File: config.mk
export PLATFORM = sky130hd
export DESIGN_NAME = hv_precharge_sequencer
export DESIGN_NICKNAME = d
export VERILOG_FILES = /design/src/sv/hvp_pkg.sv /design/src/sv/hvp_cfg_regs.sv /design/src/sv/hvp_update.sv /design/src/sv/hv_precharge_sequencer.sv
export VERILOG_INCLUDE_DIRS = /design/src /design/src/sv
export SDC_FILE = /design/constraint.sdc
export NUM_CORES = 1
export LEC_CHECK = 0
export BUFFER_PORTS_ARGS = -buffer_cell sky130_fd_sc_hd__clkbuf_2
export CORE_MARGIN = 5
export CORE_UTILIZATION = 45
export DETAILED_ROUTE_END_ITERATION = 7
export SETUP_SLACK_MARGIN = 0.3
export SLEW_MARGIN = 20
export SYNTH_ARGS = -nofsm -noshare
export SYNTH_HDL_FRONTEND = slang
export SYNTH_SLANG_ARGS = --single-unit
export TNS_END_PERCENT = 20
File: constraint.sdc
create_clock -name clk -period 4.5 [get_ports clk]
set_clock_uncertainty 0.15 [all_clocks]
set_input_delay 0.9 -clock clk [delete_from_list [all_inputs] [get_ports clk]]
set_output_delay 0.9 -clock clk [all_outputs]
set_load 0.02 [all_outputs]
File: src/sv/hv_precharge_sequencer_defines.svh
// ---------------------------------------------------------------------------
// hv_precharge_sequencer_defines.svh
// Assertion macros for the HV precharge sequencer.
// ---------------------------------------------------------------------------
`ifndef HV_PRECHARGE_SEQUENCER_DEFINES_SVH
`define HV_PRECHARGE_SEQUENCER_DEFINES_SVH

`ifndef SYNTHESIS
// Clocked property on clk, disabled while rst_n is low.
`define HVP_ASSERT(lbl, prop) \
    lbl: assert property (@(posedge clk) disable iff (!rst_n) prop) \
        else $error("hvp: assertion failed");
// Condition that must never be seen.
`define HVP_ASSERT_NEVER(lbl, expr) \
    `HVP_ASSERT(lbl, !(expr))
`else
`define HVP_ASSERT(lbl, prop)
`define HVP_ASSERT_NEVER(lbl, expr)
`endif

`endif

File: src/sv/hvp_pkg.sv
// ---------------------------------------------------------------------------
// hvp_pkg
// Shared types, codes and constants of the HV precharge sequencer.
// ---------------------------------------------------------------------------
`default_nettype none

package hvp_pkg;

    localparam int VOLT_BITS_DEFAULT = 10;

    localparam int TIME_W     = 32;
    localparam int DELAY_W    = 16;
    localparam int TIMEOUT_W  = 16;
    localparam int HOLD_W     = 10;
    localparam int WINDOW_W   = 8;
    localparam int MIN_HV_W   = 10;
    localparam int CFG_DATA_W = 16;
    localparam int CFG_INDEX_W = 3;

    // register indexes
    localparam logic [CFG_INDEX_W-1:0] CFG_MODE_DELAY = 3'd0;
    localparam logic [CFG_INDEX_W-1:0] CFG_TIMEOUT    = 3'd1;
    localparam logic [CFG_INDEX_W-1:0] CFG_CLEAR_HOLD = 3'd2;
    localparam logic [CFG_INDEX_W-1:0] CFG_WINDOW     = 3'd3;
    localparam logic [CFG_INDEX_W-1:0] CFG_MIN_HV     = 3'd4;

    // reset values
    localparam logic [DELAY_W-1:0]   MODE_DELAY_RST = 16'd500;
    localparam logic [TIMEOUT_W-1:0] TIMEOUT_RST    = 16'd10000;
    localparam logic [HOLD_W-1:0]    CLEAR_HOLD_RST = 10'd100;
    localparam logic [WINDOW_W-1:0]  WINDOW_RST     = 8'd20;
    localparam logic [MIN_HV_W-1:0]  MIN_HV_RST     = 10'd50;

    typedef enum logic [1:0] {
        MODE_UNSET = 2'd0,
        MODE_BOOST = 2'd1,
        MODE_BUCK  = 2'd2
    } mode_t;

    typedef struct packed {
        logic [DELAY_W-1:0]   mode_delay;
        logic [TIMEOUT_W-1:0] timeout;
        logic [HOLD_W-1:0]    clear_hold;
        logic [WINDOW_W-1:0]  window;
        logic [MIN_HV_W-1:0]  min_hv;
    } cfg_t;

    typedef struct packed {
        mode_t mode;
        logic  enable;
        logic  precharged;
        logic  armed;
        logic  clearing;
        logic  clear_err;
    } ctrl_t;

    localparam ctrl_t CTRL_RST = '{
        mode:       MODE_UNSET,
        enable:     1'b0,
        precharged: 1'b0,
        armed:      1'b0,
        clearing:   1'b0,
        clear_err:  1'b0
    };

endpackage

`default_nettype wire

File: src/sv/hvp_cfg_regs.sv
// ---------------------------------------------------------------------------
// hvp_cfg_regs
// Configuration register file, write only.
// ---------------------------------------------------------------------------
`default_nettype none

module hvp_cfg_regs (
    input  wire logic                            clk,
    input  wire logic                            rst_n,
    input  wire logic                            cfg_we,
    input  wire logic [hvp_pkg::CFG_INDEX_W-1:0] cfg_index,
    input  wire logic [hvp_pkg::CFG_DATA_W-1:0]  cfg_data,
    output hvp_pkg::cfg_t                        cfg
);

    hvp_pkg::cfg_t cfg_reg;
    hvp_pkg::cfg_t cfg_next;

    always_comb
    begin
        cfg_next = cfg_reg;
        if (cfg_we)
        begin
            unique case (cfg_index)
                hvp_pkg::CFG_MODE_DELAY:
                    cfg_next.mode_delay = cfg_data[hvp_pkg::DELAY_W-1:0];
                hvp_pkg::CFG_TIMEOUT:
                    cfg_next.timeout = cfg_data[hvp_pkg::TIMEOUT_W-1:0];
                hvp_pkg::CFG_CLEAR_HOLD:
                    cfg_next.clear_hold = cfg_data[hvp_pkg::HOLD_W-1:0];
                hvp_pkg::CFG_WINDOW:
                    cfg_next.window = cfg_data[hvp_pkg::WINDOW_W-1:0];
                hvp_pkg::CFG_MIN_HV:
                    cfg_next.min_hv = cfg_data[hvp_pkg::MIN_HV_W-1:0];
                default:
                    cfg_next = cfg_reg;
            endcase
        end
    end

    always_ff @(posedge clk or negedge rst_n)
    begin
        if (!rst_n)
        begin
            cfg_reg.mode_delay <= hvp_pkg::MODE_DELAY_RST;
            cfg_reg.timeout    <= hvp_pkg::TIMEOUT_RST;
            cfg_reg.clear_hold <= hvp_pkg::CLEAR_HOLD_RST;
            cfg_reg.window     <= hvp_pkg::WINDOW_RST;
            cfg_reg.min_hv     <= hvp_pkg::MIN_HV_RST;
        end
        else
        begin
            cfg_reg <= cfg_next;
        end
    end

    assign cfg = cfg_reg;

endmodule

`default_nettype wire

File: src/sv/hvp_update.sv
// ---------------------------------------------------------------------------
// hvp_update
// Next-state logic of one update call: boost precharge, clear hold, buck run, disarm.
// ---------------------------------------------------------------------------
`default_nettype none

module hvp_update #(
    parameter int VOLT_BITS = hvp_pkg::VOLT_BITS_DEFAULT
) (
    input  wire hvp_pkg::cfg_t                cfg,
    input  wire hvp_pkg::ctrl_t               ctrl,
    input  wire logic [hvp_pkg::TIME_W-1:0]   mode_time,
    input  wire logic [hvp_pkg::TIME_W-1:0]   clear_start,
    input  wire logic [VOLT_BITS-1:0]         target,
    input  wire logic                         arm,
    input  wire logic [hvp_pkg::TIME_W-1:0]   now_ms,
    input  wire logic [VOLT_BITS-1:0]         battery_volts,
    input  wire logic [VOLT_BITS-1:0]         hv_actual_volts,
    output hvp_pkg::ctrl_t                    ctrl_next,
    output logic [hvp_pkg::TIME_W-1:0]        mode_time_next,
    output logic [hvp_pkg::TIME_W-1:0]        clear_start_next,
    output logic [VOLT_BITS-1:0]              target_next
);

    // signed window compare width, room for battery + window
    localparam int CW = VOLT_BITS + 2;
    // min-voltage compare width
    localparam int MW = (VOLT_BITS > hvp_pkg::MIN_HV_W) ? VOLT_BITS : hvp_pkg::MIN_HV_W;

    logic signed [CW-1:0]       batt_s;
    logic signed [CW-1:0]       hv_s;
    logic signed [CW-1:0]       win_s;
    logic signed [CW-1:0]       lower_s;
    logic signed [CW-1:0]       upper_s;
    logic [MW-1:0]              hv_x;
    logic [MW-1:0]              min_x;
    logic                       in_window;
    logic                       boost_switch;
    logic                       buck_switch;
    logic [hvp_pkg::TIME_W-1:0] elapsed_boost;
    logic [hvp_pkg::TIME_W-1:0] elapsed_buck;
    logic [hvp_pkg::TIME_W-1:0] elapsed_hold;
    logic                       boost_wait_done;
    logic                       buck_wait_done;
    logic                       hold_done;
    logic                       timed_out;

    always_comb
    begin
        batt_s    = signed'(CW'(battery_volts));
        hv_s      = signed'(CW'(hv_actual_volts));
        win_s     = signed'(CW'(cfg.window));
        lower_s   = batt_s - win_s;
        upper_s   = batt_s + win_s;
        hv_x      = MW'(hv_actual_volts);
        min_x     = MW'(cfg.min_hv);
        in_window = (hv_s >= lower_s) && (hv_s <= upper_s) && (hv_x > min_x);
    end

    // A mode change restamps the mode time, so elapsed reads zero then.
    assign boost_switch  = (ctrl.mode != hvp_pkg::MODE_BOOST);
    assign buck_switch   = (ctrl.mode != hvp_pkg::MODE_BUCK);
    assign elapsed_boost = boost_switch ? '0 : (now_ms - mode_time);
    assign elapsed_buck  = buck_switch ? '0 : (now_ms - mode_time);
    assign elapsed_hold  = now_ms - clear_start;

    assign boost_wait_done = elapsed_boost >= hvp_pkg::TIME_W'(cfg.mode_delay);
    assign buck_wait_done  = elapsed_buck >= hvp_pkg::TIME_W'(cfg.mode_delay);
    assign hold_done       = elapsed_hold >= hvp_pkg::TIME_W'(cfg.clear_hold);
    assign timed_out       = elapsed_boost > hvp_pkg::TIME_W'(cfg.timeout);

    always_comb
    begin
        ctrl_next        = ctrl;
        mode_time_next   = mode_time;
        clear_start_next = clear_start;
        target_next      = target;

        if (arm)
        begin
            if (!ctrl.precharged)
            begin
                if (boost_switch)
                begin
                    ctrl_next.mode   = hvp_pkg::MODE_BOOST;
                    mode_time_next   = now_ms;
                    ctrl_next.enable = 1'b0;
                end
                if (boost_wait_done)
                begin
                    target_next      = battery_volts;
                    ctrl_next.enable = 1'b1;
                    if (in_window)
                    begin
                        if (!ctrl.clearing)
                        begin
                            ctrl_next.enable    = 1'b0;
                            ctrl_next.clear_err = 1'b1;
                            ctrl_next.clearing  = 1'b1;
                            clear_start_next    = now_ms;
                        end
                        else if (hold_done)
                        begin
                            ctrl_next.clear_err  = 1'b0;
                            ctrl_next.clearing   = 1'b0;
                            ctrl_next.precharged = 1'b1;
                        end
                    end
                    else if (timed_out)
                    begin
                        ctrl_next.enable = 1'b0;
                        mode_time_next   = now_ms;
                    end
                end
            end
            else
            begin
                ctrl_next.armed = 1'b1;
                if (buck_switch)
                begin
                    ctrl_next.mode   = hvp_pkg::MODE_BUCK;
                    mode_time_next   = now_ms;
                    ctrl_next.enable = 1'b0;
                end
                if (buck_wait_done)
                begin
                    ctrl_next.enable = 1'b1;
                end
            end
        end
        else
        begin
            // disarm: clear-error flag, mode, target and stamps are kept
            ctrl_next.armed      = 1'b0;
            ctrl_next.enable     = 1'b0;
            ctrl_next.precharged = 1'b0;
            ctrl_next.clearing   = 1'b0;
        end
    end

endmodule

`default_nettype wire

File: src/sv/hv_precharge_sequencer.sv
// ---------------------------------------------------------------------------
// hv_precharge_sequencer
// HV precharge and contactor sequencer for a DC/DC converter.
// ---------------------------------------------------------------------------
//
//   channel  | handshake            | payload
//   ---------+----------------------+--------------------------------------
//   in       | in_valid / in_ready  | arm, now_ms, battery_volts,
//            |                      | hv_actual_volts
//   out      | out_valid / out_ready| converter_mode, converter_enable,
//            |                      | hv_target_volts, clear_error_req,
//            |                      | contactor_closed, battery_armed,
//            |                      | precharge_done
//   cfg      | cfg_we (no stall)    | cfg_index, cfg_data
//
// Flow: an item is held in the input register, then the update
//   logic writes the sequencer state, which doubles as the result register.
//   out_valid rises when that state is written; one item per cycle while
//   out_ready stays high.
// Throughput is set by the single update pass between the two registers.
// Stalls: with out_ready low the result holds and the input register keeps
//   one more item; in_ready then drops until the result is taken.
// Reset: configuration returns to its defaults, state to zero, both
//   valid flags clear. No clearing pass.
// ---------------------------------------------------------------------------
`default_nettype none

`include "hv_precharge_sequencer_defines.svh"

module hv_precharge_sequencer #(
    parameter int VOLT_BITS = hvp_pkg::VOLT_BITS_DEFAULT
) (
    input  wire logic                            clk,
    input  wire logic                            rst_n,
    // configuration
    input  wire logic                            cfg_we,
    input  wire logic [hvp_pkg::CFG_INDEX_W-1:0] cfg_index,
    input  wire logic [hvp_pkg::CFG_DATA_W-1:0]  cfg_data,
    // input items
    input  wire logic                            in_valid,
    output logic                                 in_ready,
    input  wire logic                            arm,
    input  wire logic [hvp_pkg::TIME_W-1:0]      now_ms,
    input  wire logic [VOLT_BITS-1:0]            battery_volts,
    input  wire logic [VOLT_BITS-1:0]            hv_actual_volts,
    // result items
    output logic                                 out_valid,
    input  wire logic                            out_ready,
    output logic [1:0]                           converter_mode,
    output logic                                 converter_enable,
    output logic [VOLT_BITS-1:0]                 hv_target_volts,
    output logic                                 clear_error_req,
    output logic                                 contactor_closed,
    output logic                                 battery_armed,
    output logic                                 precharge_done
);

    hvp_pkg::cfg_t cfg;

    // input register
    logic                       in_valid_reg;
    logic                       arm_reg;
    logic [hvp_pkg::TIME_W-1:0] now_reg;
    logic [VOLT_BITS-1:0]       batt_reg;
    logic [VOLT_BITS-1:0]       hv_reg;

    // sequencer state, also the result register
    logic                       out_valid_reg;
    hvp_pkg::ctrl_t             ctrl_reg;
    logic [hvp_pkg::TIME_W-1:0] mode_time_reg;
    logic [hvp_pkg::TIME_W-1:0] clear_start_reg;
    logic [VOLT_BITS-1:0]       target_reg;

    hvp_pkg::ctrl_t             ctrl_next;
    logic [hvp_pkg::TIME_W-1:0] mode_time_next;
    logic [hvp_pkg::TIME_W-1:0] clear_start_next;
    logic [VOLT_BITS-1:0]       target_next;

    logic in_load;
    logic advance;

    hvp_cfg_regs u_cfg (
        .clk       (clk),
        .rst_n     (rst_n),
        .cfg_we    (cfg_we),
        .cfg_index (cfg_index),
        .cfg_data  (cfg_data),
        .cfg       (cfg)
    );

    // The item in the input register moves on when the result slot is
    // empty or being emptied in the same cycle.
    assign advance  = in_valid_reg && (!out_valid_reg || out_ready);
    assign in_ready = !in_valid_reg || advance;
    assign in_load  = in_valid && in_ready;

    always_ff @(posedge clk or negedge rst_n)
    begin
        if (!rst_n)
        begin
            in_valid_reg <= 1'b0;
        end
        else if (in_load)
        begin
            in_valid_reg <= 1'b1;
        end
        else if (advance)
        begin
            in_valid_reg <= 1'b0;
        end
    end

    always_ff @(posedge clk)
    begin
        if (in_load)
        begin
            arm_reg  <= arm;
            now_reg  <= now_ms;
            batt_reg <= battery_volts;
            hv_reg   <= hv_actual_volts;
        end
    end

    hvp_update #(
        .VOLT_BITS (VOLT_BITS)
    ) u_update (
        .cfg              (cfg),
        .ctrl             (ctrl_reg),
        .mode_time        (mode_time_reg),
        .clear_start      (clear_start_reg),
        .target           (target_reg),
        .arm              (arm_reg),
        .now_ms           (now_reg),
        .battery_volts    (batt_reg),
        .hv_actual_volts  (hv_reg),
        .ctrl_next        (ctrl_next),
        .mode_time_next   (mode_time_next),
        .clear_start_next (clear_start_next),
        .target_next      (target_next)
    );

    // State only moves when the result slot takes the new value, so the
    // shown result always equals the current state.
    always_ff @(posedge clk or negedge rst_n)
    begin
        if (!rst_n)
        begin
            out_valid_reg   <= 1'b0;
            ctrl_reg        <= hvp_pkg::CTRL_RST;
            mode_time_reg   <= '0;
            clear_start_reg <= '0;
            target_reg      <= '0;
        end
        else if (advance)
        begin
            out_valid_reg   <= 1'b1;
            ctrl_reg        <= ctrl_next;
            mode_time_reg   <= mode_time_next;
            clear_start_reg <= clear_start_next;
            target_reg      <= target_next;
        end
        else if (out_ready)
        begin
            out_valid_reg   <= 1'b0;
        end
    end

    assign out_valid        = out_valid_reg;
    assign converter_mode   = ctrl_reg.mode;
    assign converter_enable = ctrl_reg.enable;
    assign hv_target_volts  = target_reg;
    assign clear_error_req  = ctrl_reg.clear_err;
    assign contactor_closed = ctrl_reg.precharged;
    assign battery_armed    = ctrl_reg.armed;
    assign precharge_done   = ctrl_reg.precharged;

    // normal armed mode only after precharge
    `HVP_ASSERT_NEVER(a_armed_needs_precharge, ctrl_reg.armed && !ctrl_reg.precharged)
    // clear hold is finished before the contactor closes
    `HVP_ASSERT_NEVER(a_closed_no_clear,
        ctrl_reg.precharged && (ctrl_reg.clearing || ctrl_reg.clear_err))
    // clear hold only happens in the boost phase
    `HVP_ASSERT(a_clearing_boost, ctrl_reg.clearing |-> ctrl_reg.mode == hvp_pkg::MODE_BOOST)
    // converter never enabled before a mode was chosen
    `HVP_ASSERT_NEVER(a_enable_needs_mode, ctrl_reg.enable && ctrl_reg.mode == hvp_pkg::MODE_UNSET)
    // state is frozen while no item advances
    `HVP_ASSERT(a_state_hold,
        !advance |=> $stable(ctrl_reg) && $stable(mode_time_reg) && $stable(target_reg))

endmodule

`default_nettype wire
=== After elaboration in Yosys (flattened, before gate mapping) ===
Index checks and enable logic that the tools add are counted.

* Register bits: 196
* Output and inout bits: 19

* Add/subtract/negate cells: 4
* Magnitude comparators: 7
* Equal/unequal tests: 14
* Mux-type cells: 31
* Bitwise operators: 2
* Reductions and logical operators: 25

{| class="wikitable"
|+ Operators by type and width
! operator !! count
|-
| $mux W32 || 8
|-
| $ge A32 B16 Y1 || 2
|-
| $sub A32 B32 Y32 || 2
|-
| $ge A32 B10 Y1 || 1
|-
| $gt A32 B16 Y1 || 1
|-
| $mux W1 || 13
|-
| $ge A11 B12 Y1 || 1
|-
| $le A11 B12 Y1 || 1
|-
| $mux W2 || 6
|-
| $ne A2 B1 Y1 const B || 6
|-
| $reduce_and A2 Y1 || 6
|-
| $reduce_and A4 Y1 || 3
|-
| $reduce_and A6 Y1 || 2
|-
| $add A10 B8 Y11 || 1
|-
| $sub A10 B8 Y11 || 1
|-
| $gt A10 B10 Y1 || 1
|-
| $mux W3 || 3
|-
| $eq A3 B2 Y1 const B || 2
|-
| $reduce_and A3 Y1 || 2
|-
| $reduce_bool A2 Y1 || 3
|-
| $logic_and A1 B1 Y1 || 4
|-
| $mux W4 || 1
|-
| $ne A2 B2 Y1 const B || 2
|-
| $ne A4 B1 Y1 const B || 1
|-
| 7 further kinds || 10
|}

=== Depth between registers and ports, before layout ===
Gate-level depths: netlist of the first run.

* Word-level depth: 8
* Depth in mapped cells: 25
* Gate-level depth less buffers: 25

=== Modules after synthesis ===
A second synthesis of the first run with hierarchy kept.

* Cells, all modules: 1504
* Area, all modules: 15404.8 um^2

{| class="wikitable"
|+ Modules (own cells, without submodules)
! module !! instances !! cells an instance !! area an instance (um^2)
|-
| hvp_update || 1 || 1140 || 8320.5
|-
| hv_precharge_sequencer || 1 || 234 || 4783.3
|-
| hvp_cfg_regs || 1 || 130 || 2301.0
|}

=== Worst setup path before layout of the first run ===
OpenSTA, ideal clock, no wires.

* Path type: flip-flop to flip-flop
* Start point: register now_reg[0] (netlist bit)
* End point: register mode_time_reg[10] (netlist bit)
* Library setup time: 125 ps
* Data arrival time: 4664 ps
* Data required time: 4225 ps
* Path slack: -439 ps
* Cell stages (with the launch flop): 23
* Buffers on the path: 1
* Cell sequence: edfxtp_1 > inv_1 > ha_1 > inv_1 > fa_1 > a21o_1 > a221o_1 > a21oi_1 > nand2b_1 > a21oi_1 > xor2_1 > nor2_1 > ha_1 > and4_1 > nand2_1 > nor4b_1 > nand2_1 > o211ai_1 > nand3_1 > o31a_1 > a221oi_4 > buf_6 > mux2_4

* Word-level cells in the longest chain between the ends: 7
* Elaborated cells between the ends (all ways): 8
* Those cells by class: add/sub (1); order compare (2); mux (5)

{| class="wikitable"
|+ Ends and longest elaborated chain
! item !! line !! RTL
|-
| from (decl) || hv_precharge_sequencer.sv:63 || <nowiki>logic [hvp_pkg::TIME_W-1:0] now_reg;</nowiki>
|-
| from (signal assigned) || hv_precharge_sequencer.sv:118 || <nowiki>now_reg <= now_ms;</nowiki>
|-
| $sub A32 B32 Y32 * || hvp_update.sv:63 || <nowiki>assign elapsed_boost = boost_switch ? '0 : (now_ms - mode_time);</nowiki>
|-
| $mux W32 * || hvp_update.sv:63 ||
|-
| $gt A32 B16 Y1 || hvp_update.sv:70 || <nowiki>assign timed_out = elapsed_boost > hvp_pkg::TIME_W'(cfg.timeout);</nowiki>
|-
| $mux W32 || hvp_update.sv:109 || <nowiki>else if (timed_out)</nowiki>
|-
| $mux W32 || hvp_update.sv:93 || <nowiki>if (in_window)</nowiki>
|-
| $mux W32 * || hvp_update.sv:89 || <nowiki>if (boost_wait_done)</nowiki>
|-
| $mux W32 * || hvp_update.sv:81 || <nowiki>if (!ctrl.precharged)</nowiki>
|-
| to (signal assigned) || hv_precharge_sequencer.sv:158 || <nowiki>mode_time_reg <= mode_time_next;</nowiki>
|-
| to (decl) || hv_precharge_sequencer.sv:70 || <nowiki>logic [hvp_pkg::TIME_W-1:0] mode_time_reg;</nowiki>
|}

Every way passes the cells marked *; elsewhere a longest branch is shown, timed or not.
A chain may end at the register's enable or synchronous reset.

=== Worst setup path after layout of the first run ===
* Start point: register now_reg[4] (netlist bit)
* End point: register mode_time_reg[20] (netlist bit)

Same word-level chain as after synthesis.

==> metrics.log, run 1 <==
INFO  metric clock_latency = 460 ps
INFO  metric avgSynthCellArea = 9.21 um^2
INFO  metric cts_tree = yes
INFO  metric dp_cells = 2150
INFO  metric post-synth-top-count-cell = sky130_fd_sc_hd__ha_1
INFO  metric htree_num_levels = 4
INFO  metric postSynthCellCount = 1541
INFO  metric drt_first_pass_iters = 5
INFO  metric timing.critical_path.slowest_stage_cell = sky130_fd_sc_hd__edfxtp_1
INFO  metric track_usage = 22.7%
INFO  metric globalRouteOverflowTotal = 0
INFO  metric yosys_warnings = 0
INFO  metric setup_slack = -382 ps
INFO  metric r2r_cells = 21
INFO  metric max-cap-violations = 0
INFO  metric worst_hold_path.num_cells = 2
INFO  metric rows = 65
INFO  metric path_max_fanout = 10
INFO  metric drcViolationCount = 0
INFO  metric detailedPlacementHpwl = 30200 um
INFO  metric worstReg2RegEnd = mode_time_reg[20]
INFO  metric synthesis.area = 14200 um^2
INFO  metric worst_path_most_repeated_cell = sky130_fd_sc_hd__nor2_1
INFO  metric worstHoldPathType = reg -> reg
INFO  metric cts.sink_count = 196
INFO  metric finalCriticalPeriod = 4880 ps
INFO  metric die_width = 188 um
INFO  metric net_count_synth = 1786
INFO  metric placed_cell_area = 16300 um^2
INFO  metric ctsLongestPathBuffers = 2
INFO  metric antenna_found_initial = 0
INFO  metric final_critical_path_share_of_the_clock_period = 108%
INFO  metric area_share_of_the_largest_cell_type_after_synthesis = 21.9%
INFO  metric start_util = 45.3%
INFO  metric fin_area = 17900 um^2
INFO  metric fp.dieArea = 35200 um^2
INFO  metric numPortBuffers = 95
INFO  metric netlist_top_cells_count = sky130_fd_sc_hd__ha_1, sky130_fd_sc_hd__nand2_1, sky130_fd_sc_hd__inv_1
INFO  metric path_type_of_the_worst_setup_path = reg -> reg
INFO  metric ys_ff_latch = 196
INFO  metric root_buffer_selected_by_cts = sky130_fd_sc_hd__clkbuf_16
INFO  metric n_antenna_cell = 0
INFO  metric synth.top_cells.by_area = sky130_fd_sc_hd__dfrtp_1, sky130_fd_sc_hd__ha_1, sky130_fd_sc_hd__edfxtp_1
INFO  metric number_of_nets_in_the_final_layout = 2058
INFO  metric largest_register_ff_count = 60
INFO  metric fraction_of_registers_with_async_set_or_reset_after_synthesis = 73.0%
INFO  metric avgRoutedWirePerCell = 18.1 um
INFO  metric num_vias = 12200
INFO  metric timing.max_slew.rel_slack = 33.8%
INFO  metric worst_slew_pin_slew = 988 ps
INFO  metric whs_endpoint = u_cfg.cfg[1]
INFO  metric setup_viol_count_final = 78
INFO  metric final_hold_viol_count = 0
INFO  metric total_power = 10.5 mW
INFO  metric design.portCount = 96
INFO  metric final_wl = 40400 um
INFO  metric fin_max_slew_vios = 0
INFO  metric worst_setup_path_end_kind = flip-flop
INFO  metric finish.cell_count_without_fillers = 2228
INFO  metric cts.reportedPaths.clkPinSlew = 80 ps
INFO  metric worst_path_largest_cell_delay = 450 ps
INFO  metric outcome = complete, but fails checks
INFO  metric grt_setup_unrepaired = true
INFO  metric detail_route.iter0.violations = 737
INFO  metric cp-start-kind = flip-flop
INFO  metric layout.core_utilization = 57.2%
INFO  metric seq_area_frac_synth = 36.6%
INFO  metric worst_ep_required_time = 4700 ps
INFO  metric synth_largest_area_cell = sky130_fd_sc_hd__dfrtp_1
INFO  metric remaining_number_of_nets_flagged_by_the_antenna_check_after_routing = 0
INFO  metric achievable-frequency = 205 MHz
INFO  metric crit-reg2reg-launch = now_reg[4]
INFO  metric p_leak = 8.45 nW
INFO  metric synth.distinct_cells = 83
INFO  metric fillCellCount = 2723
INFO  metric first_global_vias = 12200
INFO  metric finalWeightedCongestion = 0.949
INFO  metric power_per_cell_area = 586 nW/um^2
INFO  metric viasPerCell = 5.47
INFO  metric worst_ep_arrival = 5080 ps
INFO  metric core_region_area = 31300 um^2
INFO  metric drive_gt1_share = 28.4%
INFO  metric p_r_area_growth_vs_syn = 26.2%
INFO  metric violations_in_the_final_reports = setup timing
INFO  metric largest_net_degree_at_the_start_of_global_routing = 91
INFO  metric worst_hold_start = u_cfg.cfg[1]
INFO  metric synth_edf_count = 53
INFO  metric grt_pass1_wl = 64800 um
INFO  metric cells_along_the_critical_path = ha_1, a21o_1, a31o_2, o21a_1, nor2_1, nor2_1, a31oi_2, xnor2_2, nor2_1, ha_1, and4_4, nand2_4, nor4b_4, nand2_1, o211ai_1, nand3_2, o31a_1, a221oi_4, buf_6, clkbuf_16, mux2_4
INFO  metric cts_inserted_buffers = 17
INFO  metric irDropWorstVdd = 366 uV
INFO  metric postSynth.topFlopCell = sky130_fd_sc_hd__dfrtp_1
INFO  metric timing.reg2reg.setup_slack = -380 ps
INFO  metric die_h = 188 um
[cell families (layout without fill, tap and decap cells)]
logic type | Yosys count | in the layout | share of synthesized area, %
fa+ha+maj | 169 | 169 | 15.1
compound gates | 426 | 426 | 19.1
xor+xnor | 49 | 49 | 3.02
simple gates | 430 | 430 | 14.8
mux | 61 | 61 | 5.56
buf+inv | 210 | 495 | 5.87
flops | 196 | 196 | 36.6
[layout by cell type, fill, tap and decap left out, drive strengths merged, types with 38 or more instances in the layout]
master / instances
ha: 164
buf: 214
nand2: 159
a21oi: 100
nor2: 93
edfxtp: 53
a21o: 38
mux2: 56
o21ai: 145
inv: 159
dfrtp: 124
clkbuf: 114
[cell type report]
class                           instances  area (um^2)  area share (%)
Timing Repair Buffer                  310         2410            13.5
Sequential cell                       196         5190            29.0
Clock buffer                           18          439            2.45
Tap cell                              402          503            2.81
Inverter                              153          574            3.21
Clock inverter                         14          120           0.671
Multi-Input combinational cell       1135         8660            48.4
[how the worst max path moves through the flow]
stage | startpoint | end
final | now_reg[4] | mode_time_reg[20]
after detailed placement | now_reg[0] | clear_start_reg[4]
after floorplan | now_reg[0] | mode_time_reg[10]
after global routing | batt_reg[0] | mode_time_reg[20]
after CTS | now_reg[0] | mode_time_reg[15]
after global placement | now_reg[1] | ctrl_reg[1]
[what timing repair did]
| item | 4_1_cts | 5_1_grt |
|---|---|---|
| endpoints found under the setup margin | 78 | 78 |
| setup buffers | 35 | 1 |
| gates resized for setup | 123 | 42 |
| gates cloned | 8 | 2 |
| pin swaps | 27 | 10 |
| hold buffers | 0 | 0 |
[per-layer routing]
| layer | vias up | GRT usage, % | part of all wire (%) |
|---|---|---|---|
| met3 | 39 | 2.92 | 3.3 |
| met5 | - | 0 | 0 |
| met2 | 217 | 37.0 | 47 |
| met4 | 0 | 5.59 | 1.7 |
| met1 | 5878 | 32.3 | 49 |
| li1 | 6063 | - | - |
[worst max-delay path: cells and delay by family, from the launching register on]
| family | cells | cell delay (ps) |
|---|---|---|
| buf+inv | 2 | 410 |
| compound gates | 7 | 1550 |
| fa+ha+maj | 2 | 640 |
| xor+xnor | 1 | 160 |
| simple gates | 8 | 1080 |
| mux | 1 | 300 |
| flops | 1 | 450 |
[report_power, final]
group / switching (mW) / internal (mW)
clock network: 0.752 / 0.739
logic: 3.42 / 3.05
registers: 0.225 / 2.30
total: 4.40 / 6.10
[through the flow]
| step | setup slack [ps] | TNS (ps) | hold slack (ps) |
|---|---|---|---|
| 2_1_floorplan | -273 | -11870 | 321 |
| 3_3_place_gp | -534 | -32620 | 321 |
| 3_5_place_dp | -558 | -38780 | 334 |
| 4_1_cts | -391 | -20770 | 363 |
| 5_1_grt | -649 | -38950 | 377 |
| 6_report | -382 | -20200 | 360 |
Note: power is estimated with default switching activity, not from simulation.
==> inputs of run 2 (changes only) <==
- RECOVER_POWER: default -> 50
==> run 2 against run 1 <==
Against the previous run:
- the flow finishes with violations (capacitance limit, slew limit, setup timing)
- non-clock buffer count unchanged
- hold slack about the same
- global-route usage unchanged
- clock power about the same
- cell count unchanged
- critical path depth unchanged
- core utilization down 0.10 points
- count of clock-buffer cells in the layout unchanged
- sequential power about the same
- fmax down 0.22%
- via count about the same
- die area unchanged
- largest cell class unchanged
==> metrics.log, run 2 (synthesis gave the netlist of run 1 again) <==
INFO  metric p_leak = 8.42 nW
INFO  metric detailedPlacementHpwl = 30200 um
INFO  metric cts.reportedPaths.clkPinSlew = 80 ps
INFO  metric placed_cell_area = 16300 um^2
INFO  metric layout.cells.most_common = sky130_fd_sc_hd__buf_4
INFO  metric finalWeightedCongestion = 0.949
INFO  metric pwr-share-clk = 14.2%
INFO  metric setup_slack = -392 ps
INFO  metric number_of_nets_in_the_final_layout = 2058
INFO  metric rows = 65
INFO  metric fp.dieArea = 35200 um^2
INFO  metric die_h = 188 um
INFO  metric root_buffer_selected_by_cts = sky130_fd_sc_hd__clkbuf_16
INFO  metric fin_max_slew_vios = 146
INFO  metric layout.cells.most_common_list = sky130_fd_sc_hd__buf_4, sky130_fd_sc_hd__ha_1, sky130_fd_sc_hd__inv_1, sky130_fd_sc_hd__nand2_1, sky130_fd_sc_hd__dfrtp_1
INFO  metric detail_route.iter0.violations = 745
INFO  metric p_r_area_growth_vs_syn = 25.9%
INFO  metric finalCriticalPeriod = 4890 ps
INFO  metric timing.max_slew.rel_slack = -55.0%
INFO  metric n_antenna_cell = 0
INFO  metric fin_area = 17900 um^2
INFO  metric total_power = 10.5 mW
INFO  metric antenna_found_initial = 0
INFO  metric cp-start-kind = flip-flop
INFO  metric die_width = 188 um
INFO  metric core_region_area = 31300 um^2
INFO  metric achievable-frequency = 204 MHz
INFO  metric fillCellCount = 2731
INFO  metric final_hold_viol_count = 0
INFO  metric hold_buffers = 0
INFO  metric numPortBuffers = 95
INFO  metric worst_hold_path.num_cells = 2
INFO  metric cts.sink_count = 196
INFO  metric viasPerCell = 5.48
INFO  metric setup_viol_count_final = 78
INFO  metric finish.cell_count_without_fillers = 2228
INFO  metric worstHoldPathType = reg -> reg
INFO  metric worst_ep_required_time = 4700 ps
INFO  metric cts_tree = yes
INFO  metric violations_in_the_final_reports = capacitance limit, slew limit, setup timing
INFO  metric drt_first_pass_iters = 5
INFO  metric power_frac_seq = 24.1%
INFO  metric path_max_fanout = 10
INFO  metric drive_gt1_share = 28.0%
INFO  metric cts_inserted_buffers = 17
INFO  metric worst_setup_path_end_kind = flip-flop
INFO  metric layout.core_utilization = 57.1%
INFO  metric r2r_cells = 21
INFO  metric final_critical_path_share_of_the_clock_period = 109%
INFO  metric power_per_cell_area = 587 nW/um^2
INFO  metric max-cap-violations = 2
INFO  metric p_sw_share = 41.9%
INFO  metric outcome = complete, but fails checks
INFO  metric num_vias = 12200
INFO  metric track_usage = 22.7%
INFO  metric comb_power_share = 61.7%
INFO  metric worst_path_most_repeated_cell = sky130_fd_sc_hd__nor2_1
INFO  metric grt_pass1_wl = 64800 um
INFO  metric globalRouteOverflowTotal = 0
INFO  metric cells_along_the_critical_path = ha_1, nor2b_4, o2111a_2, o21a_1, nor2_1, nor2_1, a31oi_2, xnor2_2, nor2_1, ha_1, and4_4, nand2_4, nor4b_4, nand2_1, o211ai_1, nand3_2, o31a_1, a221oi_4, buf_6, clkbuf_16, mux2_4
INFO  metric first_global_vias = 12200
INFO  metric worst_ep_arrival = 5090 ps
INFO  metric htree_num_levels = 4
INFO  metric grt_setup_unrepaired = true
INFO  metric largest_net_degree_at_the_start_of_global_routing = 91
INFO  metric timing.critical_path.slowest_stage_cell = sky130_fd_sc_hd__edfxtp_1
INFO  metric cell_type_group_with_the_largest_total_delay_on_the_critical_path = compound AO/OA/AOI/OAI gates
INFO  metric p_int = 6.09 mW
INFO  metric drcViolationCount = 0
INFO  metric power.switching = 4.40 mW
INFO  metric path_type_of_the_worst_setup_path = reg -> reg
INFO  metric ctsLongestPathBuffers = 2
INFO  metric crit_cells = 21
INFO  metric largest_register_ff_count = 60
INFO  metric final_wl = 40400 um
INFO  metric start_util = 45.3%
INFO  metric worst_slew_pin_slew = 2330 ps
INFO  metric path_buf_inv = 2
INFO  metric dp_cells = 2150
INFO  metric clock_latency = 460 ps
INFO  metric avgRoutedWirePerCell = 18.1 um
INFO  metric worst_path_largest_cell_delay = 510 ps
INFO  metric remaining_number_of_nets_flagged_by_the_antenna_check_after_routing = 0
INFO  metric design.portCount = 96
INFO  metric irDropWorstVdd = 367 uV
==> run 2: power by group through the flow <==
stage	logic [mW]	clock network [mW]	registers (mW)
2_1_floorplan	3.77	0	2.56
6_report	6.48	1.49	2.53
5_1_grt	7.15	1.60	2.58
3_3_place_gp	5.63	0	2.55
3_5_place_dp	5.71	0	2.56
4_1_cts	6.27	1.52	2.53
==> run 2: metrics by stage <==
step                      TNS (ps)  setup WS, ps  hold WS (ps)
after CTS                   -20770          -391           363
after global routing        -39210          -649           377
after global placement      -32620          -534           321
after floorplan             -11870          -273           321
after detailed placement    -38780          -558           334
final                       -20870          -392           360
==> run 2: tightest hold or removal path, delay by kind of cell, from the launching register on <==
kind	cells	cell delay [ps]
flip-flops	1	370
AO/OA/AOI/OAI	1	80
buffers and inverters	1	60
==> run 2: worst paths after layout <==
path                                   start                  to  slack, ps
worst max-delay path              now_reg[1]   mode_time_reg[20]       -390
worst min-delay path            u_cfg.cfg[1]        u_cfg.cfg[1]        360
worst max register to register    now_reg[1]   mode_time_reg[20]       -390
worst min register to register  u_cfg.cfg[1]        u_cfg.cfg[1]        360
max in group asynchronous              rst_n  clear_start_reg[9]        670
min in group asynchronous              rst_n           out_valid       1000
==> run 2: routing by layer <==
layer  track usage (%)  vias up  part of all wire [%]
met5                 0        -                     0
met4              5.59        0                   1.8
met3              2.92       46                   3.5
met2              37.0      219                    47
met1              32.3     5883                    48
li1                  -     6058                     -
==> run 2: area by class of cell <==
class | count | area (um^2) | area share (%)
Clock buffer | 18 | 439 | 2.46
Clock inverter | 14 | 120 | 0.672
Inverter | 153 | 574 | 3.21
Multi-Input combinational cell | 1135 | 8660 | 48.5
Sequential cell | 196 | 5190 | 29.1
Tap cell | 402 | 503 | 2.81
Timing Repair Buffer | 310 | 2380 | 13.3
==> run 2: what timing repair did <==
action | 4_1_cts | 5_1_grt
gates cloned | 8 | 2
pin swaps | 27 | 10
gates resized for setup | 123 | 42
endpoints found under the setup margin | 78 | 78
buffers inserted | 35 | 1
==> inputs of run 3 (changes only) <==
- REMOVE_ABC_BUFFERS: default -> 1
==> run 3 against run 2 <==
Against the previous run:
- the flow still finishes with violations (capacitance limit, slew limit, setup timing)
- routed wire length is 4.2% lower
- combinational power is 4.2% lower
- count of clock-buffer cells in the layout is 1 higher
- core utilization is 1.2 points lower
- die area stayed put
- cell count hardly changed
- sequential power hardly changed
- worst setup slack worse by 170 ps
- highest routed layer is now met5
==> metrics.log, run 3 (synthesis gave the netlist of run 1 again) <==
INFO  metric grt_setup_unrepaired = true
INFO  metric irDropWorstVdd = 337 uV
INFO  metric final_critical_path_share_of_the_clock_period = 112%
INFO  metric max-cap-violations = 1
INFO  metric worst_ep_required_time = 4690 ps
INFO  metric cells_along_the_critical_path = ha_4, a21o_1, a31o_2, o21a_1, nor2_2, nor2_1, a31oi_2, xnor2_2, nor2_1, ha_1, and4_4, nand2_4, nor4b_4, nand2_1, o211ai_1, nand3_1, o31a_1, a221oi_4, buf_12, buf_12, buf_16, mux2_4
INFO  metric die_width = 188 um
INFO  metric die_h = 188 um
INFO  metric final_hold_viol_count = 0
INFO  metric hold_buffers = 0
INFO  metric cell_type_group_with_the_largest_total_delay_on_the_critical_path = compound AO/OA/AOI/OAI gates
INFO  metric grt_pass1_wl = 61700 um
INFO  metric setup_viol_count_final = 78
INFO  metric finalCriticalPeriod = 5060 ps
INFO  metric achievable-frequency = 198 MHz
INFO  metric worst_ep_arrival = 5250 ps
INFO  metric first_global_vias = 11800
INFO  metric fin_area = 17500 um^2
INFO  metric fp.dieArea = 35200 um^2
INFO  metric path_buf_inv = 3
INFO  metric worst_slack_on_hold_paths = 341 ps
INFO  metric track_usage = 21.7%
INFO  metric worst_slew_pin_slew = 2520 ps
INFO  metric placed_cell_area = 16300 um^2
INFO  metric cts.reportedPaths.clkPinSlew = 80 ps
INFO  metric layout.core_utilization = 55.9%
INFO  metric timing.max_slew.rel_slack = -68.2%
INFO  metric detailedPlacementHpwl = 30000 um
INFO  metric setup_tns = -25730 ps
INFO  metric setup_slack = -558 ps
INFO  metric antenna_found_initial = 2
INFO  metric root_buffer_selected_by_cts = sky130_fd_sc_hd__clkbuf_16
INFO  metric worst_path_largest_cell_delay = 450 ps
INFO  metric path_max_fanout = 8
INFO  metric outcome = complete, but fails checks
INFO  metric drcViolationCount = 0
INFO  metric drt_first_pass_iters = 5
INFO  metric core_region_area = 31300 um^2
INFO  metric number_of_nets_in_the_final_layout = 2058
INFO  metric timing.critical_path.slowest_stage_cell = sky130_fd_sc_hd__edfxtp_1
INFO  metric total_power = 10.3 mW
INFO  metric drive_gt1_share = 25.4%
INFO  metric viasPerCell = 5.44
INFO  metric finalWeightedCongestion = 0.929
INFO  metric path_type_of_the_worst_setup_path = reg -> reg
INFO  metric largest_register_ff_count = 60
INFO  metric cts_tree = yes
INFO  metric design.portCount = 96
INFO  metric ctsLongestPathBuffers = 2
INFO  metric layout.cells.most_common_list = sky130_fd_sc_hd__buf_4, sky130_fd_sc_hd__ha_1, sky130_fd_sc_hd__nand2_1, sky130_fd_sc_hd__inv_1, sky130_fd_sc_hd__o21ai_0
INFO  metric cts_inserted_buffers = 17
INFO  metric numPortBuffers = 95
INFO  metric cts.sink_count = 196
INFO  metric final_wl = 38700 um
INFO  metric globalRouteOverflowTotal = 0
INFO  metric htree_num_levels = 4
INFO  metric avgRoutedWirePerCell = 17.4 um
INFO  metric cp-start-kind = flip-flop
INFO  metric clock_latency = 460 ps
INFO  metric remaining_number_of_nets_flagged_by_the_antenna_check_after_routing = 0
INFO  metric violations_in_the_final_reports = capacitance limit, slew limit, setup timing
INFO  metric power_per_cell_area = 587 nW/um^2
INFO  metric rows = 65
INFO  metric worstHoldPathType = reg -> reg
INFO  metric p_leak = 8.25 nW
INFO  metric largest_net_degree_at_the_start_of_global_routing = 95
INFO  metric fin_max_slew_vios = 95
INFO  metric worst_setup_path_end_kind = flip-flop
INFO  metric num_vias = 12100
INFO  metric start_util = 45.3%
INFO  metric detail_route.iter0.violations = 693
INFO  metric p_r_area_growth_vs_syn = 23.3%
INFO  metric layout.cells.most_common = sky130_fd_sc_hd__buf_4
## run 3: cell types whose count changed in the layout (fill, tap and decap cells not counted), moves of 4 or more
cell                      before  now
sky130_fd_sc_hd__buf_16        8    4
sky130_fd_sc_hd__buf_4       190  200
sky130_fd_sc_hd__mux2_1        0    5
sky130_fd_sc_hd__mux2_4       36   30
sky130_fd_sc_hd__nand2_1     139  156
sky130_fd_sc_hd__nand2_2      10    1
sky130_fd_sc_hd__nand2_4      10    2
sky130_fd_sc_hd__o21ai_0     108  131
sky130_fd_sc_hd__o21ai_1      23   13
sky130_fd_sc_hd__o21ai_2      14    1
sky130_fd_sc_hd__xnor2_1      26   30
## run 3: cell type report
class                   count  area, um^2
fillers                  2774       13800
multi-input cells        1135        8390
clock buffers              19         443
diodes                      1        2.50
well taps                 402         503
flip-flops and latches    196        5190
inverters                 153         574
clock inverters            13         140
repair buffers            310        2250
## run 3: worst register-to-register path, delay by kind of cell (launching register included)
family                   cells  cell delay [ps]
multiplexers                 1              300
AND/OR/NAND/NOR              8             1170
flip-flops                   1              450
AO/OA/AOI/OAI                7             1640
XOR/XNOR                     1              190
buffers and inverters        3              430
adder cells (fa/ha/maj)      2              600
## run 3: report_power, final
| part | internal [mW] | switching, mW |
|---|---|---|
| Sequential | 2.30 | 0.211 |
| Clock | 0.801 | 0.747 |
| Combinational | 2.92 | 3.29 |
| Total | 6.03 | 4.25 |
## run 3: what timing repair did
| action | in CTS | in global routing |
|---|---|---|
| buffers inserted | 27 | 4 |
| resized for setup | 40 | 22 |
| pin swaps | 24 | 16 |
| gates cloned | 3 | 0 |
| endpoints found under the setup margin | 78 | 78 |
## run 3: path summary, 6_finish.rpt
kind                                    startpoint                   to  slack [ps]  depth (start not counted)
worst max-delay path                    now_reg[4]    mode_time_reg[16]        -560                         22
worst min-delay path            hv_target_volts[8]   hv_target_volts[8]         340                          1
worst max register to register          now_reg[4]    mode_time_reg[16]        -560                         22
worst min register to register  hv_target_volts[8]   hv_target_volts[8]         340                          1
max in group asynchronous                    rst_n  clear_start_reg[18]        1640                          1
min in group asynchronous                    rst_n   hv_target_volts[5]        1020                          1
## run 3: metrics by stage
stage | cells | setup slack [ps]
finish | 2229 | -558
global route | 2228 | -744
CTS | 2224 | -480
detailed placement | 2162 | -780
global placement | 2162 | -607
floorplan | 1484 | -1730
## run 3: metal layers
| metal | up-vias | wire length, um | GRT usage [%] |
|---|---|---|---|
| met1 | 5749 | 19200 | 31.6 |
| met3 | 50 | 1620 | 4.08 |
| li1 | 6061 | - | - |
| met5 | - | 7 | 0 |
| met2 | 263 | 17200 | 33.2 |
| met4 | 2 | 771 | 5.99 |
